File: src/bqbc_pkg.sv
// ----------------------------------------------------------------------------
// bqbc_pkg
// Shared types, constants and helpers of the bracket and quote balance checker.
// ----------------------------------------------------------------------------
package bqbc_pkg;

  localparam int STACK_DEPTH = 32;
  localparam int PTR_W       = (STACK_DEPTH > 1) ? $clog2(STACK_DEPTH) : 1;
  localparam int CNT_W       = $clog2(STACK_DEPTH + 1);
  localparam int POS_W       = 16;
  localparam int CODE_W      = 3;
  localparam int TDATA_W     = 32;

  localparam logic [POS_W-1:0] POS_MAX = {POS_W{1'b1}};
  localparam logic [CNT_W-1:0] STACK_FULL = CNT_W'(STACK_DEPTH);

  // Result codes
  localparam logic [CODE_W-1:0] CODE_CLOSER   = 3'd0;
  localparam logic [CODE_W-1:0] CODE_OPENER   = 3'd1;
  localparam logic [CODE_W-1:0] CODE_SQ_OPEN  = 3'd2;
  localparam logic [CODE_W-1:0] CODE_DQ_OPEN  = 3'd3;
  localparam logic [CODE_W-1:0] CODE_OVERFLOW = 3'd4;
  localparam logic [CODE_W-1:0] CODE_SUMMARY  = 3'd5;

  // Character constants
  localparam logic [7:0] CH_SQUOTE = 8'h27;
  localparam logic [7:0] CH_DQUOTE = 8'h22;
  localparam logic [7:0] CH_LPAR   = 8'h28;
  localparam logic [7:0] CH_RPAR   = 8'h29;
  localparam logic [7:0] CH_LBRK   = 8'h5B;
  localparam logic [7:0] CH_RBRK   = 8'h5D;
  localparam logic [7:0] CH_LBRC   = 8'h7B;
  localparam logic [7:0] CH_RBRC   = 8'h7D;
  localparam logic [7:0] CH_LANG   = 8'h3C;
  localparam logic [7:0] CH_RANG   = 8'h3E;

  // Commands from controller to datapath
  typedef struct packed {
    logic take;       // process the accepted byte
    logic pop;        // report and drop the top opener
    logic sq_clear;   // report an open single quote
    logic dq_clear;   // report an open double quote
    logic summary;    // report the summary and clear for the next string
  } cmd_t;

  // Status from datapath to controller
  typedef struct packed {
    logic out_busy;   // output register holds an item
    logic stack_empty;
    logic in_sq;
    logic in_dq;
  } status_t;

  // Matching opener of a closing bracket, zero for any other byte
  function automatic logic [7:0] opener_of(input logic [7:0] c);
    logic [7:0] r;
    case (c)
      CH_RPAR: r = CH_LPAR;
      CH_RBRK: r = CH_LBRK;
      CH_RBRC: r = CH_LBRC;
      CH_RANG: r = CH_LANG;
      default: r = 8'h00;
    endcase
    return r;
  endfunction

  function automatic logic is_opener(input logic [7:0] c);
    return (c == CH_LPAR) || (c == CH_LBRK) || (c == CH_LBRC) || (c == CH_LANG);
  endfunction

endpackage

File: src/bqbc_dp.sv
// ----------------------------------------------------------------------------
// bqbc_dp
// Datapath: opener stack, quote flags, byte index and the output register.
// ----------------------------------------------------------------------------
module bqbc_dp
  import bqbc_pkg::*;
(
  input  logic              clk,
  input  logic              rst,
  input  cmd_t              cmd,
  output status_t           status,
  input  logic [7:0]        ch,
  input  logic              out_ready,
  output logic              out_valid,
  output logic [CODE_W-1:0] out_code,
  output logic [7:0]        out_bracket,
  output logic [POS_W-1:0]  out_position,
  output logic              out_all_valid,
  output logic              out_last
);

  logic [7:0]       stk_char [STACK_DEPTH];
  logic [POS_W-1:0] stk_pos  [STACK_DEPTH];
  logic [CNT_W-1:0] stack_count;
  logic [POS_W-1:0] byte_index;
  logic             in_sq;
  logic             in_dq;
  logic             valid_so_far;

  logic [PTR_W-1:0] top_idx;
  logic [PTR_W-1:0] push_idx;
  logic [7:0]       want;
  logic             is_sq_tog;
  logic             is_dq_tog;
  logic             bracket_on;
  logic             closer_bad;
  logic             closer_ok;
  logic             push_full;
  logic             push_ok;

  assign top_idx    = PTR_W'(stack_count - 1'b1);
  assign push_idx   = PTR_W'(stack_count);
  assign want       = opener_of(ch);
  assign is_sq_tog  = (ch == CH_SQUOTE) && !in_dq;
  assign is_dq_tog  = (ch == CH_DQUOTE) && !in_sq;
  assign bracket_on = !is_sq_tog && !is_dq_tog && !in_sq && !in_dq;
  assign closer_bad = bracket_on && (want != 8'h00) &&
                      ((stack_count == '0) || (stk_char[top_idx] != want));
  assign closer_ok  = bracket_on && (want != 8'h00) && !closer_bad;
  assign push_full  = bracket_on && is_opener(ch) && (stack_count == STACK_FULL);
  assign push_ok    = bracket_on && is_opener(ch) && (stack_count != STACK_FULL);

  assign status.out_busy    = out_valid;
  assign status.stack_empty = (stack_count == '0);
  assign status.in_sq       = in_sq;
  assign status.in_dq       = in_dq;

  // Stack storage, no reset
  always_ff @(posedge clk) begin
    if (cmd.take && push_ok) begin
      stk_char[push_idx] <= ch;
      stk_pos[push_idx]  <= byte_index;
    end
  end

  // Control state
  always_ff @(posedge clk) begin
    if (rst) begin
      stack_count  <= '0;
      byte_index   <= '0;
      in_sq        <= 1'b0;
      in_dq        <= 1'b0;
      valid_so_far <= 1'b1;
    end else if (cmd.take) begin
      if (byte_index != POS_MAX) begin
        byte_index <= byte_index + 1'b1;
      end
      if (is_sq_tog) begin
        in_sq <= !in_sq;
      end else if (is_dq_tog) begin
        in_dq <= !in_dq;
      end
      if (closer_ok) begin
        stack_count <= stack_count - 1'b1;
      end else if (push_ok) begin
        stack_count <= stack_count + 1'b1;
      end
      if (closer_bad || push_full) begin
        valid_so_far <= 1'b0;
      end
    end else if (cmd.pop) begin
      stack_count  <= stack_count - 1'b1;
      valid_so_far <= 1'b0;
    end else if (cmd.sq_clear) begin
      in_sq        <= 1'b0;
      valid_so_far <= 1'b0;
    end else if (cmd.dq_clear) begin
      in_dq        <= 1'b0;
      valid_so_far <= 1'b0;
    end else if (cmd.summary) begin
      stack_count  <= '0;
      byte_index   <= '0;
      in_sq        <= 1'b0;
      in_dq        <= 1'b0;
      valid_so_far <= 1'b1;
    end
  end

  // Output register
  logic load;
  assign load = (cmd.take && (closer_bad || push_full)) || cmd.pop ||
                cmd.sq_clear || cmd.dq_clear || cmd.summary;

  always_ff @(posedge clk) begin
    if (rst) begin
      out_valid <= 1'b0;
    end else if (load) begin
      out_valid <= 1'b1;
    end else if (out_ready) begin
      out_valid <= 1'b0;
    end
  end

  always_ff @(posedge clk) begin
    if (load) begin
      out_code      <= CODE_SUMMARY;
      out_bracket   <= 8'h00;
      out_position  <= '0;
      out_all_valid <= 1'b0;
      out_last      <= 1'b0;
      if (cmd.take) begin
        out_code     <= closer_bad ? CODE_CLOSER : CODE_OVERFLOW;
        out_bracket  <= ch;
        out_position <= byte_index;
      end else if (cmd.pop) begin
        out_code     <= CODE_OPENER;
        out_bracket  <= stk_char[top_idx];
        out_position <= stk_pos[top_idx];
      end else if (cmd.sq_clear) begin
        out_code <= CODE_SQ_OPEN;
      end else if (cmd.dq_clear) begin
        out_code <= CODE_DQ_OPEN;
      end else begin
        out_all_valid <= valid_so_far;
        out_last      <= 1'b1;
      end
    end
  end

endmodule

File: config.mk
export PLATFORM = sky130hd
export DESIGN_NAME = bqbc_dp
export DESIGN_NICKNAME = d
export VERILOG_FILES = /design/src/bqbc_pkg.sv /design/src/bqbc_dp.sv
export SDC_FILE = /design/constraint.sdc
export NUM_CORES = 1
export LEC_CHECK = 0
export BUFFER_PORTS_ARGS = -buffer_cell sky130_fd_sc_hd__buf_2
export CAP_MARGIN = 20
export CORE_MARGIN = 1.5
export CORE_UTILIZATION = 45
export DETAILED_ROUTE_END_ITERATION = 10
export SYNTH_ARGS = -nofsm -noshare
export SYNTH_HDL_FRONTEND = slang
export SYNTH_SLANG_ARGS = --single-unit
File: constraint.sdc
create_clock -name clk -period 13 [get_ports clk]
set_input_delay 1.3 -clock clk [delete_from_list [all_inputs] [get_ports clk]]
set_output_delay 1.3 -clock clk [all_outputs]
set_load 0.005 [all_outputs]
==> results of run 1 <==
-- cell families (layout without fill, tap and decap cells) --
logic type               Yosys count  in the layout  synth area share, %
XOR/XNOR                          16             16                0.489
buffers and inverters             97            277                 1.46
multiplexers                     270            270                 16.6
other                              0              1                    0
AO/OA/AOI/OAI                    118            118                 2.57
adder cells (fa/ha/maj)            6              6                0.231
flip-flops                       823            823                 75.3
AND/OR/NAND/NOR                  213            213                 3.33
-- cell type report --
cell class	count	area share (%)
Clock inverter	41	0.950
Clock buffer	109	6.02
Antenna cell	1	0.00674
Tap cell	950	3.20
Inverter	13	0.131
Sequential cell	823	65.9
Timing Repair Buffer	114	2.76
Multi-Input combinational cell	623	21.1
-- critical path, delay by kind of cell, from the launching register on --
| family | cells | cell delay (ns) |
|---|---|---|
| and+or+nand+nor | 2 | 0.84 |
| muxes | 3 | 1.22 |
| xor gates and xnor gates | 1 | 0.25 |
| DFF | 1 | 0.33 |
| buffers and inverters | 4 | 3.00 |
| AOI/OAI and AO/OA | 2 | 0.40 |
| adders and majority gates | 1 | 0.77 |
-- power by group --
part	switching (mW)	internal, mW
Clock	0.980	1.31
Combinational	0.265	0.187
Sequential	0.00995	2.90
-- metal layers --
metal,share of wire (%),GRT usage [%],vias up
met3,7.4,4.04,124
met4,2.7,6.70,0
met1,43,32.9,8680
met5,0,0,-
li1,-,-,6697
met2,46,33.3,709
-- state kept, by name, indices dropped and copies added, names as in the netlist --
signal,flops
byte_index,16
out_all_valid,1
stk_pos,512
out_valid,1
valid_so_far,1
stk_char,256
in_dq,1
out_code,3
in_sq,1
out_bracket,8
out_position,16
out_last,1
stack_count,6
-- synth_stat cells (7+ instances only) --
| master | n |
|---|---|
| o21ai_0 | 29 |
| nor3b_1 | 20 |
| and3_1 | 17 |
| nand3_1 | 15 |
| a21oi_1 | 16 |
| dfxtp_1 | 26 |
| buf_1 | 12 |
| mux4_2 | 215 |
| nor2_1 | 65 |
| buf_6 | 9 |
| buf_2 | 16 |
| mux2_2 | 12 |
| clkbuf_1 | 41 |
| a211o_1 | 7 |
| xor2_1 | 10 |
| mux2i_1 | 43 |
| or3_1 | 10 |
| inv_1 | 12 |
| nand2_1 | 52 |
| edfxtp_1 | 797 |
| a311oi_1 | 7 |
-- metrics by stage --
stage,setup slack [ns],power (mW),hold slack [ns],cell area [um2],utilization [%]
final,5.53,5.65,0.537,37100,51.9
after global routing,5.11,5.82,0.555,37100,51.9
after CTS,5.51,5.69,0.550,36700,51.3
after detailed placement,5.52,3.41,0.542,34100,47.7
after global placement,5.64,3.41,0.538,34100,47.7
after floorplan,8.14,3.28,0.500,32500,-
-- path summary, 6_finish.rpt --
check	slack, ns	to	start	cells after the start
min	0.54	out_valid$_SDFFE_PP0P_	out_valid$_SDFFE_PP0P_	2
max reg2reg	5.53	out_position[6]$_DFFE_PP_	stack_count[0]$_SDFFE_PP0P_	13
min reg2reg	0.54	out_valid$_SDFFE_PP0P_	out_valid$_SDFFE_PP0P_	2
max	5.53	out_position[6]$_DFFE_PP_	stack_count[0]$_SDFFE_PP0P_	13
==> metrics, run 1 <==
status=finished clean; WL/cell=roughly 30 um; Bufs on Longest Clock Path=3; # rows=98; startpoint types=register; setup repair bufs after CTS=0; clock buffer count from CTS=between 80 and 90; final hold violation count=0; Iter 0 DRT Violations=~2200; Largest stage delay, worst path=0.90 ns; layout cells sized above 1=28.7%; Pins Over Slew Limit=0; Yosys top cell area share=about three quarters; Worst Hold Class=reg -> reg; post_cts resized=0; Yosys cell types=67; final WL=roughly 80000 um; PD cells=between 150 and 200 nW/um2; drt via density=~6; crit-path max FO=between 60 and 70; IO buf count=about 50; die area=~74000 um2; Worst slew margin=about 22%; placed cell count=2506; CTS H-tree depth=3; crit-path cells=buf_4 > clkinv_1 > ha_4 > buf_4 > buf_4 > mux4_2 > mux4_2 > mux2i_1 > xnor2_1 > nor2_1 > a21oi_1 > a21oi_1 > nand2_2; hold-fix buffers at CTS=0; commonest non-fill, non-tap cell in the layout=edfxtp_1; Max Clock Freq=~130 MHz; minimum clock period=between 7 and 8 ns; RSZ-0062 raised after global routing=no; dominant cell type by area after synthesis=edfxtp_1; initial antenna violation count=1; asr flop ratio synth=0%; CTS clk-pin slew, worst paths=0.06 ns; gate count of the mapped netlist=~1500; Routed Antenna Nets=0; Multi-input gate area=slightly below 8000 um2; Filler cells=between 5000 and 6000; Die Wd=around 270 um; Post-DP HPWL=44400 um; Seq/Total Area, Yosys=between 70% and 80%; global-route usage over all layers=between 20 and 25%; Placer Congestion=roughly 0.83; I/O Pins=50; clock root cell=clkbuf_16; worst skew pair latency=between 0.6 and 0.7 ns; area delta synth->final=14.3%; Slew @ Worst Pin=between 1 and 1.5 ns; die extent in y=~270 um; largest net degree at the start of global routing=69; most frequent CP cell=buf_4; Pleak=~11 nW; Setup Viol. Count Final=0; Final period util=roughly 57%; global route overflow=0; most frequent cells in the layout=edfxtp_1 (797), mux4_2 (215), clkbuf_16 (84); via count=16210; CTS tree=yes; Final nets=approximately 1700; initial core utilization=45.4%; Req. time, crit path=about 13 ns; Ys Warns=0; syn_area_per_cell=between 20 and 25 um2; WP data arrival=about 7.7 ns; register area=between 20000 and 25000 um2; Area contributors post-synth=edfxtp_1 (74%), mux4_2 (15%), dfxtp_1 (1.6%), mux2i_1 (1.3%), nor2_1 (0.75%); total clock sinks=823; number of synthesized flops with an enable pin=approximately 800; WS Path Type=reg -> reg; Worst VDD drop=117 uV; ys flop type=edfxtp_1; Critical Path End Type=register; Synth Net Count=~1600; Yosys reg bits=a little over 800; Post-Layout Cell Count=between 2000 and 3000; Worst Skew=approximately 0.026 ns; Maximum Capacitance Violations=0; Core Area=between 70000 and 80000 um2; Post-Syn Area=roughly 32000 um2; number of global-route vias before repair=approximately 16000; Slowest-stage cell, CP=buf_4; first-pass GRT wire length=between 100000 and 150000 um; drt pass-1 iters=7; number of remaining DRC errors=0; final setup TNS=0 ns
Power figures use the tool's default switching activity.
==> inputs of run 2 (changes only) <==
clock period = 7.7 ns   (was 13 ns; I/O delays follow)
==> metrics, run 2 (synthesis results as in run 1) <==
die extent in y=272 um; Final nets=approximately 1700; hold-fix buffers at CTS=0; Pleak=between 10 and 15 nW; Maximum Capacitance Violations=0; final setup TNS=0 ns; Iter 0 DRT Violations=between 2000 and 2500; number of global-route vias before repair=approximately 16000; WP data arrival=6.23 ns; number of remaining DRC errors=0; Critical Path End Type=register; Post-DP HPWL=46200 um; most frequent cells in the layout=edfxtp_1 (797), mux4_2 (215), clkbuf_16 (84); final hold violation count=0; final hold slack=around 0.5 ns; CTS H-tree depth=3; layout cells sized above 1=roughly 29%; worst setup path endpoint=out_position[7]$_DFFE_PP_; reg2reg setup slack=roughly 1.8 ns; minimum clock period=about 6 ns; FF-to-FF End=out_position[7]$_DFFE_PP_; Worst VDD drop=roughly 170 uV; r2r startpoint=stack_count[0]$_SDFFE_PP0P_; die area=around 74000 um2; I/O Pins=50; RSZ-0062 raised after global routing=no; ant diodes=0; first-pass GRT wire length=119000 um; worst skew pair latency=a little over 0.6 ns; Final period util=roughly three quarters; final WL=a little over 80000 um; setup repair bufs after CTS=0; Core Area=about 71000 um2; initial core utilization=between 40% and 50%; post_cts resized=0; status=finished clean; Routed Antenna Nets=0; biggest registers after layout=stk_pos x512, stk_char x256; register with the most flip-flops=stk_pos; drt pass-1 iters=6; Worst Skew=around 0.025 ns; global route overflow=0; crit-path max FO=28; worst reg2reg path depth=14; startpoint types=register; area delta synth->final=14.4%; max FFs per register=between 500 and 600; WL/cell=30.9 um; Setup Viol. Count Final=0; drt via density=about 6.0; clock buffer count from CTS=82; Max Clock Freq=~170 MHz; clock root cell=clkbuf_16; Req. time, crit path=8.05 ns; PD cells=259 nW/um2; worst setup path startpoint=stack_count[0]$_SDFFE_PP0P_; # rows=98; commonest non-fill, non-tap cell in the layout=edfxtp_1; Die Wd=272 um; Hold Crit Start=out_ready; IO buf count=49; Pins Over Slew Limit=0; Bufs on Longest Clock Path=3; Worst Hold Class=in -> reg; Worst slew margin=approximately 28%; CTS tree=yes; largest net degree at the start of global routing=slightly below 100; Filler cells=about 5600; total clock sinks=823; via count=16166; global-route usage over all layers=22.7%; initial antenna violation count=0; Placer Congestion=a little under 0.9; Slew @ Worst Pin=between 1 and 1.5 ns; CTS clk-pin slew, worst paths=0.06 ns; WS Path Type=reg -> reg
run 2: cell types whose count changed in the layout (fill, tap and decap cells not counted), sizes merged:
cell / before / now
bufinv: 5 / 8
diode: 1 / 0
inv: 17 / 15
buf: 114 / 117
clkinv: 31 / 35
clkbuf: 109 / 102
run 2: metrics by stage:
stage / instances / setup WS [ns] / utilization, % / power, mW / instance area [um2]
2_1_floorplan: 1543 / 2.84 / - / 5.53 / 32500
3_3_place_gp: 2511 / 1.82 / 47.8 / 5.77 / 34200
3_5_place_dp: 2513 / 1.73 / 47.9 / 5.78 / 34200
4_1_cts: 2661 / 1.73 / 51.6 / 9.69 / 36900
5_1_grt: 2674 / 1.35 / 52.0 / 9.90 / 37200
6_report: 2674 / 1.82 / 52.0 / 9.62 / 37200
run 2: metal layers:
layer / part of all wire [%] / track usage (%)
met5: 0 / 0
met4: 2.3 / 5.88
met3: 6.9 / 3.82
met2: 47 / 35.3
met1: 44 / 33.6
run 2: critical path, stage by stage, from the launching register on:
cell	delay [ns]
dfxtp_4	0.72
clkinv_1	0.55
ha_1	0.55
xor2_4	0.67
buf_4	0.45
mux2_2	0.38
o311a_1	0.30
a22oi_1	0.26
nand2_1	0.12
o31a_1	0.34
nor3_1	0.22
a21oi_1	0.14
a21oi_1	0.31
nand2_2	0.26
buf_12	0.27
run 2: worst min-delay path by stage:
stage	end	slack (ns)	cells past startpoint
floorplan	out_valid$_SDFFE_PP0P_	0.50	2
global placement	out_all_valid$_SDFFCE_PP0P_	0.54	1
detailed placement	out_all_valid$_SDFFCE_PP0P_	0.54	1
CTS	out_valid$_SDFFE_PP0P_	0.48	3
global route	out_valid$_SDFFE_PP0P_	0.48	3
finish	out_valid$_SDFFE_PP0P_	0.50	3
run 2: area by class of cell:
type	count	area, um2	area share [%]
inverters	13	48.8	0.131
multi-input cells	623	7820	21.0
well taps	950	1190	3.20
repair buffers	117	1020	2.73
flip-flops and latches	823	24500	65.8
clock buffers	102	2190	5.89
clock inverters	46	449	1.21
run 2: power by group:
group / internal, mW / total [mW] / switching, mW
logic: 0.318 / 0.768 / 0.449
registers: 4.89 / 4.91 / 0.0247
clock network: 2.29 / 3.94 / 1.65
total: 7.50 / 9.62 / 2.12
